<file path="config.mk">
export PLATFORM = sky130hd
export DESIGN_NAME = led_strip_effect_renderer_core
export DESIGN_NICKNAME = d
export VERILOG_FILES = /design/src/hw/rtl/lser_pkg.sv /design/src/hw/rtl/lser_ctrl.sv /design/src/hw/rtl/lser_dp.sv /design/src/hw/rtl/led_strip_effect_renderer_core.sv
export SDC_FILE = /design/constraint.sdc
export NUM_CORES = 1
export LEC_CHECK = 0
export ABC_AREA = 1
export ABC_CLOCK_PERIOD_IN_PS = 19900
export BUFFER_PORTS_ARGS = -buffer_cell sky130_fd_sc_hd__buf_2
export CORE_UTILIZATION = 39
export CTS_BUF_LIST = sky130_fd_sc_hd__clkbuf_4
export DETAILED_ROUTE_END_ITERATION = 10
export PLACE_DENSITY = 0.61
export REMOVE_ABC_BUFFERS = 1
export SYNTH_ARGS = -nofsm -noshare
export SYNTH_HDL_FRONTEND = slang
export SYNTH_SLANG_ARGS = --single-unit
</file>
<file path="constraint.sdc">
create_clock -name clk -period 19.9 [get_ports clk]
set_clock_uncertainty 0.15 [all_clocks]
set_input_delay 1.99 -clock clk [delete_from_list [all_inputs] [get_ports clk]]
set_output_delay 1.99 -clock clk [all_outputs]
set_load 0.02 [all_outputs]
</file>
<file path="src/hw/rtl/lser_pkg.sv">
// ----------------------------------------------------------------------------
// lser_pkg
// shared types and constants for the led strip effect renderer
// ----------------------------------------------------------------------------
package lser_pkg;

  typedef enum logic [1:0] {
    ST_IDLE,
    ST_EMIT,
    ST_ADV
  } lser_state_t;

  typedef enum logic [3:0] {
    EFF_FLOW        = 4'd0,
    EFF_METEOR      = 4'd1,
    EFF_DOUBLE      = 4'd2,
    EFF_BANDS       = 4'd3,
    EFF_BREATH      = 4'd4,
    EFF_YBEAT       = 4'd5,
    EFF_GFLOW       = 4'd6,
    EFF_PALETTE     = 4'd7,
    EFF_RBEAT       = 4'd8,
    EFF_RMETEOR     = 4'd9,
    EFF_YMETEOR     = 4'd10,
    EFF_GMETEOR     = 4'd11,
    EFF_CONST_R     = 4'd12,
    EFF_CONST_G     = 4'd13,
    EFF_CONST_B     = 4'd14,
    EFF_OFF         = 4'd15
  } lser_effect_t;

  localparam logic REG_EFFECT  = 1'b0;
  localparam logic REG_REFRESH = 1'b1;

  // controller to datapath
  typedef struct packed {
    logic start;    // load first pixel
    logic next;     // step to next pixel
    logic advance;  // advance phase of current effect
  } lser_cmd_t;

  typedef struct packed {
    logic last;     // current pixel is pixel 0
  } lser_sts_t;

  function automatic logic [23:0] band_colour(input logic [1:0] i);
    case (i)
      2'd0: band_colour = 24'h443300;
      2'd1: band_colour = 24'h005544;
      2'd2: band_colour = 24'h44333e;
      default: band_colour = 24'h330049;
    endcase
  endfunction

  function automatic logic [23:0] palette_colour(input logic [2:0] i);
    case (i)
      3'd0: palette_colour = 24'h440c0c;
      3'd1: palette_colour = 24'h4f2700;
      3'd2: palette_colour = 24'h443104;
      3'd3: palette_colour = 24'h294429;
      3'd4: palette_colour = 24'h243744;
      3'd5: palette_colour = 24'h172b3c;
      3'd6: palette_colour = 24'h341055;
      default: palette_colour = 24'h440c0c;
    endcase
  endfunction

endpackage

</file>
<file path="src/hw/rtl/lser_ctrl.sv">
// ----------------------------------------------------------------------------
// lser_ctrl
// frame sequencer: tick counting, pixel emission, phase advance
// ----------------------------------------------------------------------------
module lser_ctrl import lser_pkg::*; (
  input  logic        clk,
  input  logic        rst_n,
  input  logic        in_valid,
  output logic        in_stall,
  input  logic        in_paused,
  input  logic [7:0]  refresh_ticks,
  input  logic        out_taken,
  output logic        out_busy,
  output lser_cmd_t   cmd,
  input  lser_sts_t   sts
);

  lser_state_t state_r, state_nxt;
  logic [7:0]  tick_r, tick_nxt;
  logic [7:0]  tick_inc;

  always_ff @(posedge clk) begin
    if (!rst_n) begin
      state_r <= ST_IDLE;
      tick_r  <= '0;
    end else begin
      state_r <= state_nxt;
      tick_r  <= tick_nxt;
    end
  end

  assign tick_inc = tick_r + 8'd1;

  always_comb begin
    state_nxt   = state_r;
    tick_nxt    = tick_r;
    cmd         = '0;
    in_stall    = 1'b1;
    out_busy    = 1'b0;
    case (state_r)
      ST_IDLE: begin
        in_stall = 1'b0;
        if (in_valid && !in_paused) begin
          if (tick_inc >= refresh_ticks) begin
            tick_nxt  = '0;
            cmd.start = 1'b1;
            state_nxt = ST_EMIT;
          end else begin
            tick_nxt = tick_inc;
          end
        end
      end
      ST_EMIT: begin
        out_busy = 1'b1;
        if (out_taken) begin
          if (sts.last) begin
            state_nxt = ST_ADV;
          end else begin
            cmd.next = 1'b1;
          end
        end
      end
      ST_ADV: begin
        cmd.advance = 1'b1;
        state_nxt   = ST_IDLE;
      end
      default: state_nxt = ST_IDLE;
    endcase
  end

endmodule

</file>
<file path="src/hw/rtl/lser_dp.sv">
// ----------------------------------------------------------------------------
// lser_dp
// pixel colour datapath and effect phase store
// ----------------------------------------------------------------------------
module lser_dp import lser_pkg::*; #(
  parameter int NUM_PIXELS   = 60,
  parameter int BRIGHT_STEPS = 20
) (
  input  logic        clk,
  input  logic        rst_n,
  input  logic [3:0]  effect_sel,
  input  lser_cmd_t   cmd,
  output lser_sts_t   sts,
  output logic [5:0]  pixel_index,
  output logic [7:0]  red,
  output logic [7:0]  green,
  output logic [7:0]  blue
);

  localparam int B1 = BRIGHT_STEPS + 1;
  localparam int B2 = BRIGHT_STEPS - 2;
  // divide by BRIGHT_STEPS as multiply by rounded-up reciprocal, exact for 15-bit products
  localparam int RECIP_SHIFT = 21;
  localparam logic [19:0] RECIP =
    20'(((2 ** RECIP_SHIFT) + BRIGHT_STEPS - 1) / BRIGHT_STEPS);

  logic [7:0] phase_r [12];
  logic [2:0] pal_r;
  logic [3:0] eff_r;
  logic [5:0] pix_r;
  logic [5:0] pmod_r;   // p % (B+1)
  logic [5:0] mdist_r;  // (p - ph) mod NUM_PIXELS
  logic [7:0] ph;
  logic [7:0] start_ph;

  // meteor phases always stay below NUM_PIXELS
  assign start_ph = (effect_sel < 4'd12) ? phase_r[effect_sel] : 8'd0;

  // pixel counters walk downward with the pixel position
  always_ff @(posedge clk) begin
    if (cmd.start) begin
      eff_r   <= effect_sel;
      pix_r   <= 6'(NUM_PIXELS - 1);
      pmod_r  <= 6'((NUM_PIXELS - 1) % B1);
      mdist_r <= 6'(NUM_PIXELS - 1) - start_ph[5:0];
    end else if (cmd.next) begin
      pix_r   <= pix_r - 6'd1;
      pmod_r  <= (pmod_r == 6'd0) ? 6'(B1 - 1) : pmod_r - 6'd1;
      mdist_r <= (mdist_r == 6'd0) ? 6'(NUM_PIXELS - 1) : mdist_r - 6'd1;
    end
  end

  assign ph = (eff_r < 4'd12) ? phase_r[eff_r] : 8'd0;
  assign sts.last = (pix_r == 6'd0);

  // step and base colour
  logic [23:0] base;
  logic [6:0]  step;
  logic        raw;
  logic [6:0]  fsum;
  logic [5:0]  band;

  always_comb begin
    base = 24'h0;
    step = '0;
    raw  = 1'b0;
    fsum = 7'(pmod_r) + 7'(ph);
    if (fsum >= 7'(B1)) fsum = fsum - 7'(B1);
    band = (pix_r >= 6'd40) ? pix_r - 6'd40 : pix_r;
    case (lser_effect_t'(eff_r))
      EFF_FLOW:  begin base = 24'h44333e; step = fsum; end
      EFF_GFLOW: begin base = 24'h295400; step = fsum; end
      EFF_METEOR: if (mdist_r < 6'd20) begin base = 24'h005544; step = 7'(mdist_r); end
      EFF_RMETEOR: if (mdist_r < 6'd8) begin base = 24'h880000; step = 7'(mdist_r); end
      EFF_YMETEOR: if (mdist_r < 6'd8) begin base = 24'h4A4A00; step = 7'(mdist_r); end
      EFF_GMETEOR: if (mdist_r < 6'd8) begin base = 24'h008800; step = 7'(mdist_r); end
      EFF_DOUBLE: begin
        if (mdist_r < 6'd20) begin
          base = 24'h005544; step = 7'(mdist_r);
        end else if (mdist_r >= 6'd30 && mdist_r < 6'd50) begin
          base = 24'h330049; step = 7'(mdist_r - 6'd30);
        end
      end
      EFF_BANDS: begin
        raw  = 1'b1;
        base = band_colour(ph[1:0] + ((band >= 6'd30) ? 2'd3 :
                                      (band >= 6'd20) ? 2'd2 :
                                      (band >= 6'd10) ? 2'd1 : 2'd0));
      end
      EFF_BREATH:  begin base = 24'h331144; step = 7'(ph); end
      EFF_PALETTE: begin base = palette_colour(pal_r); step = 7'(ph); end
      EFF_YBEAT: if (ph == 8'd0) begin base = 24'h4f4f00; step = 7'(B2); end
      EFF_RBEAT: if (ph == 8'd0) begin base = 24'h350505; step = 7'(B2); end
      EFF_CONST_R: begin base = 24'hFF0000; step = 7'd8; end
      EFF_CONST_G: begin base = 24'h00FF00; step = 7'd8; end
      EFF_CONST_B: begin base = 24'h0000FF; step = 7'd8; end
      default: base = 24'h0;
    endcase
  end

  function automatic logic [7:0] scale(input logic [7:0] c, input logic [6:0] s);
    logic [14:0] prod;
    logic [34:0] wide;
    logic [13:0] q;
    prod  = 15'(c) * 15'(s);
    wide  = 35'(prod) * 35'(RECIP);
    q     = wide[34:RECIP_SHIFT];
    scale = (q > 14'd255) ? 8'd255 : q[7:0];
  endfunction

  assign pixel_index = pix_r;
  assign red   = raw ? base[23:16] : scale(base[23:16], step);
  assign green = raw ? base[15:8]  : scale(base[15:8], step);
  assign blue  = raw ? base[7:0]   : scale(base[7:0], step);

  // phase advance
  always_ff @(posedge clk) begin
    if (!rst_n) begin
      for (int i = 0; i < 12; i++) phase_r[i] <= '0;
      pal_r <= '0;
    end else if (cmd.advance && eff_r < 4'd12) begin
      case (lser_effect_t'(eff_r))
        EFF_FLOW, EFF_GFLOW:
          phase_r[eff_r] <= (ph == 8'(BRIGHT_STEPS - 1)) ? 8'd0 : ph + 8'd1;
        EFF_METEOR, EFF_DOUBLE, EFF_RMETEOR, EFF_YMETEOR, EFF_GMETEOR:
          phase_r[eff_r] <= (ph + 8'd2 >= 8'(NUM_PIXELS)) ?
                            ph + 8'd2 - 8'(NUM_PIXELS) : ph + 8'd2;
        EFF_BANDS: phase_r[eff_r] <= {6'd0, ph[1:0] + 2'd1};
        EFF_BREATH:
          phase_r[eff_r] <= (ph + 8'd2 >= 8'(B2)) ? ph + 8'd2 - 8'(B2) : ph + 8'd2;
        EFF_YBEAT, EFF_RBEAT: phase_r[eff_r] <= {7'd0, ~ph[0]};
        default: begin
          phase_r[eff_r] <= (ph + 8'd1 >= 8'(B2)) ? 8'd0 : ph + 8'd1;
          if (ph + 8'd1 == 8'(B2 - 1)) pal_r <= (pal_r == 3'd6) ? 3'd0 : pal_r + 3'd1;
        end
      endcase
    end
  end

endmodule

</file>
<file path="src/hw/rtl/led_strip_effect_renderer_core.sv">
// ----------------------------------------------------------------------------
// led_strip_effect_renderer_core
// tick counter and per-pixel effect renderer for an addressable led strip
// ----------------------------------------------------------------------------
// channel  | ports                               | role
// in       | in_valid in_stall in_paused         | one system tick per word
// out      | out_valid out_stall pixel/rgb/end   | one pixel colour per word
// cfg      | cfg_valid cfg_ready cfg_index/data  | register writes
//
// a rendering tick emits NUM_PIXELS words, one per cycle when not stalled,
// then advances the phase in a separate state after the last word.
// a tick that does not render is accepted without emitting words.
// rst_n is synchronous; phases and tick count clear, effect 1, refresh 3.
// out_stall holds the current pixel; in_stall is high while a frame is out.
module led_strip_effect_renderer_core import lser_pkg::*; #(
  parameter int NUM_PIXELS   = 60,
  parameter int BRIGHT_STEPS = 20
) (
  input  logic       clk,
  input  logic       rst_n,
  input  logic       in_valid,
  output logic       in_stall,
  input  logic       in_paused,
  output logic       out_valid,
  input  logic       out_stall,
  output logic [5:0] out_pixel_index,
  output logic [7:0] out_red,
  output logic [7:0] out_green,
  output logic [7:0] out_blue,
  output logic       out_frame_end,
  input  logic       cfg_valid,
  output logic       cfg_ready,
  input  logic       cfg_index,
  input  logic [7:0] cfg_data
);

  logic [3:0] effect_r;
  logic [7:0] refresh_r;
  lser_cmd_t  cmd;
  lser_sts_t  sts;
  logic       busy;

  assign cfg_ready = 1'b1;

  always_ff @(posedge clk) begin
    if (!rst_n) begin
      effect_r  <= 4'd1;
      refresh_r <= 8'd3;
    end else if (cfg_valid) begin
      if (cfg_index == REG_EFFECT) effect_r <= cfg_data[3:0];
      else refresh_r <= cfg_data;
    end
  end

  lser_ctrl u_ctrl (
    .clk, .rst_n, .in_valid, .in_stall, .in_paused,
    .refresh_ticks(refresh_r), .out_taken(!out_stall), .out_busy(busy),
    .cmd, .sts
  );

  lser_dp #(.NUM_PIXELS(NUM_PIXELS), .BRIGHT_STEPS(BRIGHT_STEPS)) u_dp (
    .clk, .rst_n, .effect_sel(effect_r), .cmd, .sts,
    .pixel_index(out_pixel_index), .red(out_red), .green(out_green), .blue(out_blue)
  );

  assign out_valid     = busy;
  assign out_frame_end = sts.last;

  a_no_accept_busy: assert property (@(posedge clk) disable iff (!rst_n)
    out_valid |-> in_stall) else $error("tick taken during frame");
  a_end_idx: assert property (@(posedge clk) disable iff (!rst_n)
    (out_valid && out_frame_end) |-> out_pixel_index == 6'd0)
    else $error("frame end off pixel 0");
  a_start_idx: assert property (@(posedge clk) disable iff (!rst_n)
    $rose(out_valid) |-> out_pixel_index == 6'(NUM_PIXELS - 1))
    else $error("frame did not start at top pixel");

endmodule
</file>
==> flow_summary.toml, run 1 <==
[setup_path]
criticalPathCategory = "register to primary output"
cp-end-kind = "primary output"
required_ns = 17.76
timing.critical_path.mode_cell = "nand2_1"
crit_slowest_cell = "dfxtp_2"
cp_max_fo = 55
critPathMaxStageDelay_ns = 0.76
arrival_ns = 15.54
cp-start-kind = "register"

[final_layout]
drive_gt1_share_pct = 5.11
nets = 4566
syn_to_final_growth_pct = 5.88
final_common_cell = "inv_1"
final_cell_mix = "737 x inv_1, 623 x nand2_1, 469 x ha_1"

[grt]
met2_usage_pct = 37.2
grt_max_degree = 81
overflow = 0
met1_usage_pct = 27.0
grt_pass1_wl_um = 125000
grt_usage_pct = 20.7
use_met3_pct = 1.43
top_usage_layer = "met2"
antenna_found_initial = 1
grt_pass1_vias = 24500

[yosys]
synth_ff_type = "edfxtp_1"
yosysSeqAreaShare_pct = 17.4
syn_inst = 3735
synth_compound_area_share_pct = 10.1
synth-edff-count = 138
synth-simple-area-share_pct = 20.4
yosysWarnings = 0
synthXorXnorAreaFrac_pct = 2.79
synth_top_family_by_area = "adder cells"
synth_cell_types = 69
synthAdderAreaFrac_pct = 38.2
ys_async_sr_fraction_pct = 0
avgSynthCellArea_um2 = 7.78
syn-cell-area_um2 = 29100
synthMuxAreaShare_pct = 0.0345
ys_ff_latch = 183

[floorplan]
row_count = 99
chipHeight_um = 275
start_util_pct = 39.6
die_w_um = 275
boundaryPins = 49
core-area_um2 = 73300
die-area_um2 = 75600

[timing]
rsz0062_at_grt = "false"
slew_viol_final = 0
hold_viol = 0
period_needed_ns = 17.68
fmax_ghz = 0.0566
finalSetupTns_ns = 0
setup_viol = 0
relSlewSlack_pct = 22.3
tightestPinTransition_ns = 1.16
post-route-period-util_pct = 88.8

[clock_network]
cts_tree = "done"
insertion_delay_ns = 0.61
cts-buffers-inserted = 17
htreeDepth = 4
cts-root-buf = "clkbuf_4"
path_clk_slew_ns = 0.16
cts_buffer_depth = 2
cts_num_sinks = 183
post-cts-setup-buffers = 0
hold_buffers = 0
cts_resized = 0

[drt]
avgRoutedWirePerCell_um = 15.8
first_pass_iters = 5
vias = 24200
drt_iter0_drc = 1483
wirelength_um = 75800
ant_nets = 0
vias_per_cell = 5.06
drc = 0

[job]
drv_cap = 0

[placement]
port_buffers = 47
post-dp-hpwl_um = 63400
place_congestion = 0.916

[status]
status = "completed"

[hold_path]
hp-class = "register to register"
## cells by family (layout without fill, tap and decap cells)
family,Yosys count,after routing
buffers and inverters,829,860
xor gates and xnor gates,91,91
DFF,183,183
and+or+nand+nor,1381,1381
muxes,1,1
other,2,69
adders and majority gates,731,731
AOI/OAI and AO/OA,517,517
## worst paths after layout
| path | start | to | slack, ns | cells after the start |
|---|---|---|---|---|
| max | register | out_blue[0] | 2.22 | 75 |
| min | u_ctrl.tick_r[6] | u_ctrl.tick_r[6] | 0.33 | 2 |
| max reg2reg | register | u_dp.phase_r[4][7] | 13.98 | 27 |
| min reg2reg | u_ctrl.tick_r[6] | u_ctrl.tick_r[6] | 0.33 | 2 |
## Yosys cell counts (all sizes together), types with 45 or more instances
cell type,count,area [um2]
inv,758,2850
nand2,643,2480
ha,469,5870
nor2,429,1680
fa,262,5250
a21oi,229,1160
nand3,194,1050
o21ai,183,931
edfxtp,138,4140
xor2,70,621
dfxtp,45,901
## through the flow
step	hold WS, ns	cells	util [%]	worst slack, ns	instance area (um2)
6_report	0.327	4792	42.0	2.22	30800
3_5_place_dp	0.300	4760	41.6	3.00	30500
2_1_floorplan	0.275	3741	-	3.60	29000
3_3_place_gp	0.299	4760	41.6	3.24	30500
4_1_cts	0.328	4791	41.9	2.27	30800
5_1_grt	0.357	4792	42.0	0.773	30800
## layer usage
metal  vias to the layer above  part of all wire, %
li1                      12100                    -
met2                       545                   50
met5                         -                    0
met1                     11500                   45
met3                        84                  3.7
met4                         0                  2.0
## state kept, by name, summed over array words and instances, names as in the netlist, 3 cells and up, named ones only
name	count
u_dp.pal_r	3
refresh_r	8
u_ctrl.tick_r	8
u_dp.mdist_r	6
u_dp.phase_r	128
effect_r	4
u_dp.eff_r	4
u_dp.pixel_index	6
u_dp.pmod_r	6
## cell type report
class / instances / area, um2
clock buffers: 17 / 128
multi-input cells: 2789 / 21000
clock inverters: 14 / 119
fillers: 7568 / 42600
flip-flops and latches: 183 / 5050
inverters: 769 / 2890
diodes: 1 / 2.50
well taps: 959 / 1200
repair buffers: 60 / 333
## critical path, delay by kind of cell, from the launching register on
family,cells,cell delay (ns)
adders and majority gates,12,5.41
and+or+nand+nor,32,3.64
buffers and inverters,18,2.82
AOI/OAI and AO/OA,11,1.75
DFF,1,0.76
xor gates and xnor gates,2,0.51
Power of run 1 is not shown: default switching activity piles up to over one toggle a cycle in this logic, so the estimate is an artifact.
==> run 2: changes to the inputs <==
ABC_CLOCK_PERIOD_IN_PS = 18050   (was 19900)
clock period = 18.05 ns   (was 19.9 ns; I/O delays follow)
==> run 2 against run 1 <==
Effect of this change:
- sequential share of layout area about the same
- final cell count is essentially flat
- register-to-register slack worse by 1.2 ns
- global-route usage is 0.13 points higher
- die area is the same
- non-clock buffer count increased by 2
- setup slack lost 1.0 ns
- flip-flop and latch count is the same
- final area grew 0.23%
- count of clock-buffer cells in the layout stayed put
- via count shrank 0.52%
==> flow_summary.toml, run 2 (same netlist as run 1, synthesis figures left out) <==
[drt]
avgRoutedWirePerCell_um = 15.8
drt_iter0_drc = 1411
ant_nets = 0
vias = 24100
first_pass_iters = 6
vias_per_cell = 5.03
drc = 0
wirelength_um = 75800

[setup_path]
path_buf_inv = 16
cp_max_fo = 17
arrival_ns = 14.92
critical_path_depth = 67
required_ns = 16.09
crit_slowest_cell = "dfxtp_2"
cp-end-kind = "primary output"
critPathMaxStageDelay_ns = 0.63
r2r_cells = 24
cp-start-kind = "register"
criticalPathCategory = "register to primary output"
path_delay_family = "adder cells"

[timing]
rsz0062_at_grt = "false"
period_needed_ns = 16.88
setup_viol = 0
tightestPinTransition_ns = 0.760
hold_viol = 0
relSlewSlack_pct = 49.2
fmax_ghz = 0.0593
slew_viol_final = 0
finalSetupTns_ns = 0
post-route-period-util_pct = 93.5

[final_layout]
largest-register = "u_dp.phase_r"
instances_no_fill = 4795
drive_gt1_share_pct = 5.32
nets = 4568
syn_to_final_growth_pct = 6.12
largest_reg_flops = 128
final_core_util_pct = 42.0
fillers = 7647
largest_registers = "u_dp.phase_r x128, refresh_r x8, u_ctrl.tick_r x8"
final_cell_mix = "737 x inv_1, 622 x nand2_1, 469 x ha_1"
final_common_cell = "inv_1"

[floorplan]
start_util_pct = 39.6
die-area_um2 = 75600
row_count = 99
die_w_um = 275
core-area_um2 = 73300
chipHeight_um = 275
boundaryPins = 49

[clock_network]
cts_num_sinks = 183
cts_tree = "done"
cts-root-buf = "clkbuf_4"
post-cts-setup-buffers = 0
cts_buffer_depth = 2
cts_resized = 0
cts-buffers-inserted = 17
htreeDepth = 4
hold_buffers = 0
insertion_delay_ns = 0.62
path_clk_slew_ns = 0.18

[hold_path]
hold_depth = 2
hp-class = "register to register"

[placement]
place_congestion = 0.938
dpl.cell_count = 4762
post-dp-hpwl_um = 63600
port_buffers = 47

[grt]
grt_pass1_vias = 24700
antenna_found_initial = 1
grt_max_degree = 80
grt_usage_pct = 20.8
grt_pass1_wl_um = 126000
overflow = 0

[status]
status = "completed"

[job]
drv_cap = 0
[run 2: cell type report]
class / count / area, um2 / area share (%)
clock buffers: 17 / 128 / 0.414
clock inverters: 15 / 158 / 0.511
multi-input cells: 2789 / 21000 / 68.3
repair buffers: 62 / 348 / 1.13
inverters: 769 / 2900 / 9.41
diodes: 1 / 2.50 / 0.00812
well taps: 959 / 1200 / 3.89
flip-flops and latches: 183 / 5050 / 16.4
[run 2: layer usage]
layer | GRT usage, % | wire, um
met5 | 0 | 0
met1 | 27.2 | 34000
met2 | 37.5 | 37600
met4 | 4.45 | 1440
met3 | 1.39 | 2800
[run 2: worst paths after layout]
kind | slack, ns | to | startpoint
max | 1.17 | out_blue[6] | register
max reg2reg | 12.78 | u_dp.phase_r[4][7] | register
min reg2reg | 0.33 | refresh_r[7] | refresh_r[7]
min | 0.33 | refresh_r[7] | refresh_r[7]
[run 2: worst min-delay path: stages (launching register included)]
cell and delay (ns):
dfxtp_1 0.34, inv_1 0.06, a21oi_1 0.06
[run 2: per-stage QoR]
| step | area [um2] | setup WS [ns] | hold slack, ns |
|---|---|---|---|
| after detailed placement | 30500 | 1.39 | 0.305 |
| after global placement | 30500 | 1.66 | 0.304 |
| after floorplan | 29000 | 1.93 | 0.275 |
| final | 30800 | 1.17 | 0.327 |
| after global routing | 30800 | 0.0304 | 0.357 |
| after CTS | 30800 | 0.659 | 0.329 |
Power of run 2 is left out for the same reason.
